## src/sv/sro_pkg.sv

```systemverilog
// Package with the shared types and constants of the sequence reorder buffer.
`timescale 1ns / 1ps

package sro_pkg;

  // Number of slots in the reorder window.
  localparam int unsigned Window = 32;
  // Sequence numbers wrap over the full width of the seq field.
  localparam int unsigned SeqW = 16;
  localparam int unsigned HandleW = 32;
  localparam int unsigned LenW = 16;
  localparam int unsigned WinIdxW = (Window > 1) ? $clog2(Window) : 1;
  // Span of held packets runs from 0 up to Window inclusive.
  localparam int unsigned SpanW = $clog2(Window + 1);

  typedef enum logic {
    OpAdd     = 1'b0,
    OpTimeout = 1'b1
  } op_e;

  typedef enum logic [2:0] {
    KindDeliver   = 3'd0,
    KindHeld      = 3'd1,
    KindOutdated  = 3'd2,
    KindDuplicate = 3'd3,
    KindBeyond    = 3'd4
  } kind_e;

  typedef enum logic [1:0] {
    StIdle,
    StFlush,
    StFollow,
    StDone
  } state_e;

  // Contents of one window slot.
  typedef struct packed {
    logic               valid;
    logic [HandleW-1:0] handle;
    logic [LenW-1:0]    length;
  } slot_t;

  // Control from the sequencer to the cell chain.
  typedef struct packed {
    logic               shift;
    logic               wr_en;
    logic [WinIdxW-1:0] wr_idx;
  } chain_ctrl_t;

  // One result as it waits in the pending and output registers.
  typedef struct packed {
    kind_e              kind;
    logic [SeqW-1:0]    seq;
    logic [HandleW-1:0] handle;
    logic [LenW-1:0]    length;
  } res_t;

endpackage

```

## src/sv/sro_if.sv

```systemverilog
// Valid/ready channel interfaces for requests into and results out of the reorder buffer.
`timescale 1ns / 1ps

interface sro_in_if;
  logic                          valid;
  logic                          ready;
  sro_pkg::op_e                  operation;
  logic [sro_pkg::SeqW-1:0]      seq;
  logic [sro_pkg::HandleW-1:0]   handle;
  logic [sro_pkg::LenW-1:0]      length;

  modport source (output valid, operation, seq, handle, length, input ready);
  modport sink (input valid, operation, seq, handle, length, output ready);
endinterface

interface sro_out_if;
  logic                          valid;
  logic                          ready;
  sro_pkg::kind_e                kind;
  logic [sro_pkg::SeqW-1:0]      out_seq;
  logic [sro_pkg::HandleW-1:0]   out_handle;
  logic [sro_pkg::LenW-1:0]      out_length;
  logic                          last;

  modport source (output valid, kind, out_seq, out_handle, out_length, last, input ready);
  modport sink (input valid, kind, out_seq, out_handle, out_length, last, output ready);
endinterface

```

## src/sv/sro_cell.sv

```systemverilog
// One window slot: holds a packet and takes its neighbor's contents on a shift.
`timescale 1ns / 1ps

module sro_cell (
  input  logic           clk_i,
  input  logic           rst_ni,
  input  logic           shift_i,
  input  logic           wr_i,
  input  sro_pkg::slot_t next_i,
  input  sro_pkg::slot_t wr_data_i,
  output sro_pkg::slot_t slot_o
);
  import sro_pkg::*;

  logic               valid_q;
  logic [HandleW-1:0] handle_q;
  logic [LenW-1:0]    length_q;

  always_ff @(posedge clk_i or negedge rst_ni) begin
    if (!rst_ni) begin
      valid_q <= 1'b0;
    end else if (shift_i) begin
      valid_q <= next_i.valid;
    end else if (wr_i) begin
      valid_q <= 1'b1;
    end
  end

  always_ff @(posedge clk_i) begin
    if (shift_i) begin
      handle_q <= next_i.handle;
      length_q <= next_i.length;
    end else if (wr_i) begin
      handle_q <= wr_data_i.handle;
      length_q <= wr_data_i.length;
    end
  end

  assign slot_o = '{valid: valid_q, handle: handle_q, length: length_q};

endmodule

```

## src/sv/sro_chain.sv

```systemverilog
// Row of window cells; cell 0 holds the packet right after the last delivered one.
`timescale 1ns / 1ps

module sro_chain (
  input  logic                         clk_i,
  input  logic                         rst_ni,
  input  sro_pkg::chain_ctrl_t         ctrl_i,
  input  sro_pkg::slot_t               wr_data_i,
  output sro_pkg::slot_t               head_o,
  output logic [sro_pkg::Window-1:0]   valid_o
);
  import sro_pkg::*;

  slot_t slots [Window];
  slot_t nexts [Window];

  for (genvar i = 0; i < Window; i++) begin : g_cell
    logic wr;

    // The last cell refills with an empty slot when the row moves up.
    if (i == Window - 1) begin : g_tail
      assign nexts[i] = '0;
    end else begin : g_body
      assign nexts[i] = slots[i+1];
    end

    assign wr = ctrl_i.wr_en && (ctrl_i.wr_idx == WinIdxW'(i));

    sro_cell u_cell (
      .clk_i     (clk_i),
      .rst_ni    (rst_ni),
      .shift_i   (ctrl_i.shift),
      .wr_i      (wr),
      .next_i    (nexts[i]),
      .wr_data_i (wr_data_i),
      .slot_o    (slots[i])
    );

    assign valid_o[i] = slots[i].valid;
  end

  assign head_o = slots[0];

endmodule

```

## src/sv/sequence_reorder_buffer_unit.sv

```systemverilog
// Top level of the sequence reorder buffer: sequencer, result registers and the cell row.
`timescale 1ns / 1ps

// The block puts packets that arrive over several links back into sequence order.
// Each add request carries a wrapping 16-bit sequence number, a buffer handle and
// a length. A packet that is outdated (at or behind the last delivered number, by
// the half-space rule), a duplicate, or more than Window ahead is dropped with one
// status result. A packet that is next in line is delivered at once together with
// every held packet that follows it without a gap; any other packet is held in the
// window and one status result asks the surroundings to arm a timeout. A timeout
// request releases the held packets up to its sequence number, skipping empty
// slots, and then the contiguous followers; a target beyond the furthest held
// packet gives no result. The flag last marks the final result of each request.
// Timing: a request is taken only while the sequencer is idle, and the cell row
// moves up by one slot per cycle while the output register has room. From one
// taken request to the next, a request that gives a status result passes
// through the done state, an in-order add through the follow and done states
// with one retire step per delivered packet, and a timeout in range through the
// flush, follow and done states with one step per retired slot. A timeout whose
// target lies beyond the furthest held packet frees the input in the next cycle.
// The sequencer stalls while the output register is full and not taken. The result
// register lets the next request in while the final result still waits to be
// taken. Slots need no clearing pass after reset; only their valid bits are reset.
module sequence_reorder_buffer_unit (
  input  logic clk_i,
  input  logic rst_ni,
  sro_in_if.sink    in_i,
  sro_out_if.source out_o
);
  import sro_pkg::*;

  state_e             state_q, state_d;
  logic [SeqW-1:0]    exp_last_q, exp_last_d;
  logic [SpanW-1:0]   span_q, span_d;
  logic [SpanW-1:0]   cnt_q, cnt_d;

  res_t               pend_q;
  logic               pend_valid_q, pend_valid_d;
  res_t               out_q;
  logic               out_last_q;
  logic               out_valid_q, out_valid_d;

  chain_ctrl_t        chain_ctrl;
  slot_t              wr_data;
  slot_t              head;
  logic [Window-1:0]  slot_valid;

  logic               in_fire;
  logic               out_free;
  logic [SeqW-1:0]    delta;
  logic [WinIdxW-1:0] add_idx;
  logic               outdated;
  logic               beyond;
  logic               dup;
  logic               add_store;
  logic               add_inorder;
  logic               flush_oor;
  logic               follow_more;
  logic               step;
  logic               produce;
  logic               load_mid;
  logic               load_fin;
  kind_e              status_kind;

  // Distance of the request's number from the last delivered one, modulo the space.
  assign delta   = in_i.seq - exp_last_q;
  assign add_idx = WinIdxW'(delta - SeqW'(1));

  // A distance of zero or in the upper half of the space is behind us.
  assign outdated    = (delta == '0) || delta[SeqW-1];
  assign beyond      = delta > SeqW'(Window);
  assign dup         = slot_valid[add_idx];
  assign add_store   = !outdated && !beyond && !dup;
  assign add_inorder = add_store && (delta == SeqW'(1));
  assign flush_oor   = delta > SeqW'(span_q);

  assign in_i.ready  = (state_q == StIdle);
  assign in_fire     = in_i.valid && in_i.ready;
  assign out_free    = !out_valid_q || out_o.ready;
  assign follow_more = (span_q != '0) && head.valid;

  // Next state.
  always_comb begin
    state_d = state_q;
    case (state_q)
      StIdle: begin
        if (in_fire) begin
          if (in_i.operation == OpAdd) begin
            state_d = add_inorder ? StFollow : StDone;
          end else if (!flush_oor) begin
            state_d = StFlush;
          end
        end
      end
      StFlush: begin
        if (cnt_q == '0) begin
          state_d = StFollow;
        end
      end
      StFollow: begin
        if (!follow_more) begin
          state_d = StDone;
        end
      end
      StDone: begin
        if (!pend_valid_q || out_free) begin
          state_d = StIdle;
        end
      end
      default: state_d = StIdle;
    endcase
  end

  // Sequencer outputs. A retire step moves the cell row up by one slot; it waits
  // for room in the result register so that a delivered packet is never lost.
  always_comb begin
    step = 1'b0;
    case (state_q)
      StFlush:  step = out_free && (cnt_q != '0);
      StFollow: step = out_free && follow_more;
      default:  step = 1'b0;
    endcase
    produce  = step && head.valid;
    load_mid = produce && pend_valid_q;
    load_fin = (state_q == StDone) && pend_valid_q && out_free;

    chain_ctrl.shift  = step;
    chain_ctrl.wr_en  = in_fire && (in_i.operation == OpAdd) && add_store;
    chain_ctrl.wr_idx = add_idx;

    if (outdated) begin
      status_kind = KindOutdated;
    end else if (beyond) begin
      status_kind = KindBeyond;
    end else if (dup) begin
      status_kind = KindDuplicate;
    end else begin
      status_kind = KindHeld;
    end
  end

  assign wr_data = '{valid: 1'b1, handle: in_i.handle, length: in_i.length};

  // Window bookkeeping.
  always_comb begin
    exp_last_d = step ? exp_last_q + SeqW'(1) : exp_last_q;

    span_d = span_q;
    if (chain_ctrl.wr_en) begin
      if (delta > SeqW'(span_q)) begin
        span_d = SpanW'(delta);
      end
    end else if (step && (span_q != '0)) begin
      span_d = span_q - SpanW'(1);
    end

    cnt_d = cnt_q;
    if (in_fire && (in_i.operation == OpTimeout)) begin
      cnt_d = SpanW'(delta);
    end else if (step && (state_q == StFlush)) begin
      cnt_d = cnt_q - SpanW'(1);
    end
  end

  // The pending register holds the newest result until it is known whether
  // another one follows, which decides its last flag.
  always_comb begin
    pend_valid_d = pend_valid_q;
    if (produce) begin
      pend_valid_d = 1'b1;
    end else if (in_fire && (in_i.operation == OpAdd) && !add_inorder) begin
      pend_valid_d = 1'b1;
    end else if (load_fin) begin
      pend_valid_d = 1'b0;
    end

    if (load_mid || load_fin) begin
      out_valid_d = 1'b1;
    end else if (out_o.ready) begin
      out_valid_d = 1'b0;
    end else begin
      out_valid_d = out_valid_q;
    end
  end

  always_ff @(posedge clk_i or negedge rst_ni) begin
    if (!rst_ni) begin
      state_q      <= StIdle;
      exp_last_q   <= '0;
      span_q       <= '0;
      cnt_q        <= '0;
      pend_valid_q <= 1'b0;
      out_valid_q  <= 1'b0;
    end else begin
      state_q      <= state_d;
      exp_last_q   <= exp_last_d;
      span_q       <= span_d;
      cnt_q        <= cnt_d;
      pend_valid_q <= pend_valid_d;
      out_valid_q  <= out_valid_d;
    end
  end

  always_ff @(posedge clk_i) begin
    if (produce) begin
      pend_q <= '{kind: KindDeliver, seq: exp_last_q + SeqW'(1),
                  handle: head.handle, length: head.length};
    end else if (in_fire && (in_i.operation == OpAdd)) begin
      pend_q <= '{kind: status_kind, seq: in_i.seq,
                  handle: in_i.handle, length: in_i.length};
    end

    if (load_mid || load_fin) begin
      out_q      <= pend_q;
      out_last_q <= load_fin;
    end
  end

  sro_chain u_chain (
    .clk_i     (clk_i),
    .rst_ni    (rst_ni),
    .ctrl_i    (chain_ctrl),
    .wr_data_i (wr_data),
    .head_o    (head),
    .valid_o   (slot_valid)
  );

  assign out_o.valid      = out_valid_q;
  assign out_o.kind       = out_q.kind;
  assign out_o.out_seq    = out_q.seq;
  assign out_o.out_handle = out_q.handle;
  assign out_o.out_length = out_q.length;
  assign out_o.last       = out_last_q;

endmodule
```

## src/flat_wrapper.sv

```systemverilog
// flat-port wrapper written by rule: the top's interface ports become plain ports
module sequence_reorder_buffer_unit_flat import sro_pkg::*;
  (clk_i, rst_ni, in_i_valid, in_i_operation, in_i_seq, in_i_handle, in_i_length, in_i_ready, out_o_valid, out_o_kind, out_o_out_seq, out_o_out_handle, out_o_out_length, out_o_last, out_o_ready);
  sro_in_if in_i_i ();
  sro_out_if out_o_i ();
  input  logic clk_i;
  input  logic rst_ni;
  input wire logic [$bits(in_i_i.valid)-1:0] in_i_valid;
  input wire logic [$bits(in_i_i.operation)-1:0] in_i_operation;
  input wire logic [$bits(in_i_i.seq)-1:0] in_i_seq;
  input wire logic [$bits(in_i_i.handle)-1:0] in_i_handle;
  input wire logic [$bits(in_i_i.length)-1:0] in_i_length;
  output wire logic [$bits(in_i_i.ready)-1:0] in_i_ready;
  output wire logic [$bits(out_o_i.valid)-1:0] out_o_valid;
  output wire logic [$bits(out_o_i.kind)-1:0] out_o_kind;
  output wire logic [$bits(out_o_i.out_seq)-1:0] out_o_out_seq;
  output wire logic [$bits(out_o_i.out_handle)-1:0] out_o_out_handle;
  output wire logic [$bits(out_o_i.out_length)-1:0] out_o_out_length;
  output wire logic [$bits(out_o_i.last)-1:0] out_o_last;
  input wire logic [$bits(out_o_i.ready)-1:0] out_o_ready;
  assign in_i_i.valid = in_i_valid;
  assign in_i_i.operation = in_i_operation;
  assign in_i_i.seq = in_i_seq;
  assign in_i_i.handle = in_i_handle;
  assign in_i_i.length = in_i_length;
  assign in_i_ready = in_i_i.ready;
  assign out_o_valid = out_o_i.valid;
  assign out_o_kind = out_o_i.kind;
  assign out_o_out_seq = out_o_i.out_seq;
  assign out_o_out_handle = out_o_i.out_handle;
  assign out_o_out_length = out_o_i.out_length;
  assign out_o_last = out_o_i.last;
  assign out_o_i.ready = out_o_ready;
  sequence_reorder_buffer_unit u_core (.clk_i(clk_i), .rst_ni(rst_ni), .in_i(in_i_i), .out_o(out_o_i));
endmodule
```

## config.mk

```make
export PLATFORM = sky130hd
export DESIGN_NAME = sequence_reorder_buffer_unit_flat
export DESIGN_NICKNAME = d
export VERILOG_FILES = /design/src/sv/sro_pkg.sv /design/src/sv/sro_if.sv /design/src/sv/sro_cell.sv /design/src/sv/sro_chain.sv /design/src/sv/sequence_reorder_buffer_unit.sv /design/src/flat_wrapper.sv
export SDC_FILE = /design/constraint.sdc
export NUM_CORES = 2
export LEC_CHECK = 0
export CAP_MARGIN = 20
export CORE_MARGIN = 10
export CORE_UTILIZATION = 60
export DETAILED_ROUTE_END_ITERATION = 6
export DONT_BUFFER_PORTS = 1
export GPL_TIMING_DRIVEN = 1
export PLACE_DENSITY = 0.76
export SYNTH_ARGS = -nofsm -noshare
export SYNTH_HDL_FRONTEND = slang
export SYNTH_SLANG_ARGS = --single-unit
```

## constraint.sdc

```tcl
create_clock -name clk_i -period 10.1 [get_ports clk_i]
set_input_delay 1.01 -clock clk_i [delete_from_list [all_inputs] [get_ports clk_i]]
set_output_delay 1.01 -clock clk_i [all_outputs]
set_load 0.03 [all_outputs]
```

# [Word-level counts from Yosys, hierarchy flattened]
# Cells that the tools add are included.
[totals] register_bits=1735 out_inout_bits=70 elab_cells=479 in_bits=69
[classes] n_lt_le_gt_ge=3 eq_ne=41 n_addsub=5 bitwise_logic=1 mux=214 reduce_logical=104
[op_table] cell="32-bit two-way mux" n=62
[op_table] cell="16-bit two-way mux" n=62
[op_table] cell="64-bit two-way mux" n=2
[op_table] cell="5-bit == test (second input constant)" n=16
[op_table] cell="2-bit nonzero test" n=36
[op_table] cell="1-bit two-way mux" n=71
[op_table] cell="1-bit logical AND" n=49
[op_table] cell="5-bit by 4-bit == test with 1-bit output (second input constant)" n=8
[op_table] cell="6-bit two-way mux" n=5
[op_table] cell="5-bit by 3-bit == test with 1-bit output (second input constant)" n=4
[op_table] cell="16-bit by 1-bit adder with 16-bit output (second input constant)" n=1
[op_table] cell="16-bit by 1-bit == test with 1-bit output (second input constant)" n=1
[op_table] cell="16-bit by 6-bit greater-than comparator with 1-bit output" n=1
[op_table] cell="16-bit by 6-bit greater-than comparator with 1-bit output (second input constant)" n=1
[op_table] cell="16-bit zero test" n=1
[op_table] cell="16-bit subtractor" n=1
[op_table] cell="2-bit two-way mux" n=7
[op_table] cell="6-bit nonzero test" n=2
[op_table] cell="6-bit by 1-bit subtractor with 6-bit output (second input constant)" n=2
[op_table] cell="5-bit by 2-bit == test with 1-bit output (second input constant)" n=2
[op_table] cell="2-bit one-hot mux with 4 select lines" n=1
[op_table] cell="1-bit zero test" n=6
[op_table] cell="6-bit zero test" n=1
[op_table] cell="5-bit by 6-bit less-than comparator with 1-bit output (second input constant)" n=1
[op_table] cell="other kinds (17)" n=25

# [Longest topological paths before layout]
[logic_depth] ltp_word=11 mapped_depth=18

# [By module]
# A second synthesis with hierarchy kept.
[hier_totals] cells_unflattened=4260 area_unflattened_um2=82788.2
[modules_own_cells] module="sro_cell" seq_area_each_um2=1466.4 area_each_um2=2316.0 n_inst=32 cells_per_inst=108
[modules_own_cells] module="sequence_reorder_buffer_unit" seq_area_each_um2=4824.6 area_each_um2=8431.8 n_inst=1 cells_per_inst=755
[modules_own_cells] module="sro_chain" seq_area_each_um2=0.0 area_each_um2=245.2 n_inst=1 cells_per_inst=49

# [Least setup slack after synthesis]
# Ideal clock, no wire load.
[synth_path] kind="input port to flip-flop" start="in in_i_seq[0]" end="reg u_core.u_chain.g_cell[16].u_cell.handle_q[0] (enable)" path_slack_ns=1.659 arrival_time_ns=7.921 required_ns=9.580 path_buffers=1 cell_stages=15 path_cell_list="inv_1 -> ha_1 -> inv_1 -> fa_1 -> inv_1 -> ha_1 -> nand3_1 -> mux2_2 -> xnor2_1 -> mux4_2 -> or4b_4 -> nor3_4 -> nand2_1 -> clkbuf_1 -> o21ai_0"
[synth_between] elab_chain_len=9 elab_cells_between_ends=16
[synth_rtl] item="start: declaration" line="flat_wrapper.sv:10" text="input wire logic [$bits(in_i_i.seq)-1:0] in_i_seq;"
[synth_rtl] item="16-bit subtractor (*)" line="sequence_reorder_buffer_unit.sv:66" text="assign delta = in_i.seq - exp_last_q;"
[synth_rtl] item="5-bit by 1-bit subtractor with 5-bit output / 16-bit zero test (equally long branches)" line="sequence_reorder_buffer_unit.sv:67, sequence_reorder_buffer_unit.sv:70"
[synth_rtl] item="1-bit binary-select mux with 5-bit select / 1-bit logical OR (equally long branches)" line="sequence_reorder_buffer_unit.sv:72, sequence_reorder_buffer_unit.sv:70"
[synth_rtl] item="1-bit two-way mux (not written as such) / 1-bit zero test (equally long branches)" line="sequence_reorder_buffer_unit.sv:72, sequence_reorder_buffer_unit.sv:73"
[synth_rtl] item="1-bit zero test / 1-bit logical AND (equally long branches)" line="sequence_reorder_buffer_unit.sv:73" text="assign add_store = !outdated && !beyond && !dup;"
[synth_rtl] item="1-bit logical AND" line="sequence_reorder_buffer_unit.sv:73"
[synth_rtl] item="1-bit logical AND" line="sequence_reorder_buffer_unit.sv:128" text="chain_ctrl.wr_en = in_fire && (in_i.operation == OpAdd) && add_store;"
[synth_rtl] item="1-bit logical AND (*)" line="sro_chain.sv:27" text="assign wr = ctrl_i.wr_en && (ctrl_i.wr_idx == WinIdxW'(i));"
[synth_rtl] item="2-bit nonzero test (no line) (*)"
[synth_rtl] item="end signal: assignment" line="sro_cell.sv:31" text="handle_q <= next_i.handle;"
[synth_rtl] item="end signal: assignment" line="sro_cell.sv:34" text="handle_q <= wr_data_i.handle;"
[synth_rtl] item="end: declaration" line="sro_cell.sv:16" text="logic [HandleW-1:0] handle_q;"
# Mark *: on every way between the ends. The rest lies on a longest branch, timed or not. The select of a mux whose other input is x is not followed.
# A chain may end at the register's enable or synchronous reset.

# [Final worst setup path]
[layout_path] start="reg u_core.exp_last_q[0]" end="reg u_core.u_chain.g_cell[14].u_cell.handle_q[20] (enable)"
[layout_between] elab_chain_len=9 elab_cells_between_ends=16
[layout_rtl] item="start: declaration" line="sequence_reorder_buffer_unit.sv:33" text="logic [SeqW-1:0] exp_last_q, exp_last_d;"
[layout_rtl] item="start signal: assignment" line="sequence_reorder_buffer_unit.sv:196" text="exp_last_q <= exp_last_d;"
[layout_rtl] item="16-bit subtractor (*)" line="sequence_reorder_buffer_unit.sv:66"
[layout_rtl] item="5-bit by 1-bit subtractor with 5-bit output / 16-bit zero test (equally long branches)" line="sequence_reorder_buffer_unit.sv:67, sequence_reorder_buffer_unit.sv:70"
[layout_rtl] item="1-bit binary-select mux with 5-bit select / 1-bit logical OR (equally long branches)" line="sequence_reorder_buffer_unit.sv:72, sequence_reorder_buffer_unit.sv:70"
[layout_rtl] item="1-bit two-way mux (not written as such) / 1-bit zero test (equally long branches)" line="sequence_reorder_buffer_unit.sv:72, sequence_reorder_buffer_unit.sv:73"
[layout_rtl] item="1-bit zero test / 1-bit logical AND (equally long branches)" line="sequence_reorder_buffer_unit.sv:73"
[layout_rtl] item="1-bit logical AND" line="sequence_reorder_buffer_unit.sv:73"
[layout_rtl] item="1-bit logical AND" line="sequence_reorder_buffer_unit.sv:128"
[layout_rtl] item="1-bit logical AND (*)" line="sro_chain.sv:27"
[layout_rtl] item="2-bit nonzero test (no line) (*)"
[layout_rtl] item="end signal: assignment" line="sro_cell.sv:31"
[layout_rtl] item="end signal: assignment" line="sro_cell.sv:34"
[layout_rtl] item="end: declaration" line="sro_cell.sv:16"
# Marks and branches as above.

==> results.txt <==
CTS clock-pin slew for the worst setup and hold paths - 0.06 ns
kind of end point of the critical path - flop
chip width - 358.5 um
highest routing layer actually used - met5
cells taking the most area after synthesis - sky130_fd_sc_hd__edfxtp_1 71%, sky130_fd_sc_hd__nand2_1 18%, sky130_fd_sc_hd__dfrtp_1 2.3%
antenna violations before repair - 4
clock tree buffer depth - 3
total count of max-transition violations in the final report - 0
number of optimization iterations in the first detailed-route pass - 6
Max Fanout on Critical Path - 25
WL per Instance - 19.23 um
overflow left after global routing - 0
ratio of final minimum period to clock period - 0.6274
number of nets in the layout - 5884
Die Outline Area - 128500 um^2
mux contribution to synthesized area - 0.01538
post-synthesis share of cell area spent on full adders, half adders and majority gates - 0.006806
Max Clock Skew - 0.03470 ns
mean cell area of the mapped netlist - 11.67 um^2
area of the core - 114000 um^2
final hold violations - 0
commonest non-fill, non-tap cell in the layout - sky130_fd_sc_hd__nand2_1
Final min period - 6.336 ns
total of cells resized after clock tree synthesis - 0
num rows - 124
# clock sinks - 1735
met1 wire length - 59050 um
WS Path Type - flop to flop
met3 wire length - 9834 um
EDFF count, synth - 1620
Iter 0 DRT Violations - 4584
length of routed met2 wiring - 69630 um
maximum level of the CTS H-tree - 4
Distinct cells, synth - 66
RSZ-0062 raised after global routing - no
largest net degree at the start of global routing - 257
detail-routed via count per cell - 5.597
cell count after synthesis - 5894
post-synthesis register bit count - 1735
number of input and output port buffers inserted - 0
count of yosys warnings during synthesis - 0
Compound-Gate Fraction of Synth Area - 0.01354
TritonCTS clock tree - done
count of nets left with antenna violations after detail routing - 0
basic-gate share of the synthesized area counting and, or, nand and nor cells - 0.1900
Synthesized Nets - 5999
main flop type after synthesis - sky130_fd_sc_hd__edfxtp_1
number of hold buffers added after cts - 1
class of the most critical hold timing path - input pin to async pin
sum of negative setup slack - 0 ns
dominant cell type by area after synthesis - sky130_fd_sc_hd__edfxtp_1
max_cap viols - 0
latest clock arrival within the worst-skew pair - 0.78 ns
routed wire length - 142900 um
Achievable Freq - 0.1578 GHz
result of the run - complete, no violations
share of cells above drive strength 1 - 0.06810
aggregate global-route resource usage - 0.2220
endpoints failing setup - 0
highest-count cells in the layout ignoring fill and taps - 3254 x sky130_fd_sc_hd__nand2_1, 1620 x sky130_fd_sc_hd__edfxtp_1, 172 x sky130_fd_sc_hd__clkbuf_16
parity-gate share of the synthesized area counting xor and xnor cells - 0.006460
die height - 358.5 um
summed instance area of the synthesized netlist - 68760 um^2
via count of the routed design - 41.59k
library cell used as clock root buffer - sky130_fd_sc_hd__clkbuf_16
wire length of the first global-routing pass - 225000 um
CP Data Required Time - 10.53 ns
HPWL reported at the end of detailed placement - 83520 um
dominant combinational cell family by area after synthesis - simple AND/OR/NAND/NOR gates
routability congestion estimate - 0.8720
Least-Margin Pin Slew - 1.093 ns
fraction of synthesis flops using an asynchronous set or reset pin - 0.03689
CP Data Arrival Time - 6.77 ns
number of CTS-inserted buffers - 168
proportion of netlist area held by the largest area contributor - 0.7075
critical path launch point type - flop
Area Overhead vs Synth - 10.22%
number of buffers inserted by post-CTS setup repair - 0
drt drc - 0
antenna cell count - 0
initial core utilization - 0.6030
# IOs - 139
number of global-route vias before repair - 40.78k
worst rel slew slack - 0.2713
register area share after synthesis - 0.7456
[per-layer routing]
layer / vias to the layer above / GRT usage
li1: 19350 / -
met1: 20540 / 0.2995
met2: 1423 / 0.3648
met3: 269 / 0.03986
met4: 6 / 0.07692
met5: - / 0
[path summary, 6_finish.rpt]
kind / startpoint / endpoint / slack, ns / depth (start not counted)
min: rst_ni / u_core.exp_last_q[0] / 0.12 / 1
min in group clk_i: u_core.pend_q[26] / u_core.out_o.out_handle[10] / 0.41 / 0
max in group asynchronous: rst_ni / u_core.u_chain.g_cell[7].u_cell.valid_q / 9.69 / 1
max reg2reg: u_core.exp_last_q[0] / u_core.u_chain.g_cell[14].u_cell.handle_q[20] / 3.76 / 15
min reg2reg: u_core.pend_q[26] / u_core.out_o.out_handle[10] / 0.41 / 0
max: u_core.exp_last_q[0] / u_core.u_chain.g_cell[14].u_cell.handle_q[20] / 3.76 / 15
[per-stage QoR]
step / std cells / cell area (um^2) / setup slack [ns] / util / hold slack [ns]
floorplan: 5894 / 68760 / 1.659 / - / 0.4003
global placement: 7116 / 70340 / 3.089 / 0.6168 / 0.4003
detailed placement: 7116 / 70340 / 3.008 / 0.6168 / 0.4045
CTS: 7426 / 75710 / 3.597 / 0.6639 / 0.09087
global route: 7430 / 75790 / 3.464 / 0.6646 / 0.1195
finish: 7430 / 75790 / 3.764 / 0.6646 / 0.1240
[synthesized netlist by cell type (4+ instances only)]
cell                          n
sky130_fd_sc_hd__nor3_1       9
sky130_fd_sc_hd__inv_1       36
sky130_fd_sc_hd__buf_1        5
sky130_fd_sc_hd__nand2b_1     8
sky130_fd_sc_hd__o21ai_0     96
sky130_fd_sc_hd__mux2i_1     82
sky130_fd_sc_hd__mux4_2       9
sky130_fd_sc_hd__edfxtp_1  1620
sky130_fd_sc_hd__buf_2        5
sky130_fd_sc_hd__or4_1        5
sky130_fd_sc_hd__nand2_1   3287
sky130_fd_sc_hd__dfrtp_1     64
sky130_fd_sc_hd__a21oi_1     29
sky130_fd_sc_hd__ha_1        35
sky130_fd_sc_hd__a31oi_1      4
sky130_fd_sc_hd__dfxtp_1     51
sky130_fd_sc_hd__xor2_1       8
sky130_fd_sc_hd__or3_1        5
sky130_fd_sc_hd__xnor2_1     39
sky130_fd_sc_hd__nand4_1     11
sky130_fd_sc_hd__nand3_1     23
sky130_fd_sc_hd__o21a_1       4
sky130_fd_sc_hd__nor2_1      36
sky130_fd_sc_hd__and3_1      11
sky130_fd_sc_hd__o211ai_1     4
sky130_fd_sc_hd__clkbuf_1   350
[kinds of logic after synthesis]
family,count (synthesis)
AOI/OAI and AO/OA,163
xor gates and xnor gates,49
adders and majority gates,37
buffers and inverters,400
DFF,1735
muxes,94
and+or+nand+nor,3416
[final cells by class]
type / count / area [um^2]
clock inverter: 87 / 760.7
clock buffer: 222 / 4582
tap: 1512 / 1892
fill: 7928 / 38240
sequential: 1735 / 51270
timing repair buffer: 78 / 720.7
inverter: 37 / 138.9
multi-input combinational: 3759 / 16430
[sequential cells by signal, indices dropped and copies added, names as in the netlist, 2 cells and up]
name and flops:
u_core.cnt_q 6, u_core.exp_last_q 16, u_core.out_o.kind 3, u_core.out_o.out_handle 32, u_core.out_o.out_length 16, u_core.out_o.out_seq 16, u_core.pend_q 67, u_core.span_q 6
u_core.state_q 2, u_core.u_chain.g_cell.u_cell.handle_q 1024, u_core.u_chain.g_cell.u_cell.length_q 512, u_core.u_chain.g_cell.u_cell.valid_q 32
[worst max-delay path: stages, from the launching register on]
cell,delay (ns)
sky130_fd_sc_hd__dfrtp_1,0.43
sky130_fd_sc_hd__ha_1,0.22
sky130_fd_sc_hd__inv_1,0.08
sky130_fd_sc_hd__fa_1,0.52
sky130_fd_sc_hd__inv_1,0.22
sky130_fd_sc_hd__ha_1,0.32
sky130_fd_sc_hd__nand3_1,0.10
sky130_fd_sc_hd__mux2_2,0.32
sky130_fd_sc_hd__xnor2_1,0.57
sky130_fd_sc_hd__mux4_2,0.48
sky130_fd_sc_hd__or4b_4,0.60
sky130_fd_sc_hd__nor3_4,0.55
sky130_fd_sc_hd__nand2_1,0.11
sky130_fd_sc_hd__buf_4,0.28
sky130_fd_sc_hd__o21ai_4,0.72
sky130_fd_sc_hd__buf_4,0.44
Power is left out: the tool's default activity adds up to more than one toggle a clock period on the data nets, which glitch-free logic cannot reach.
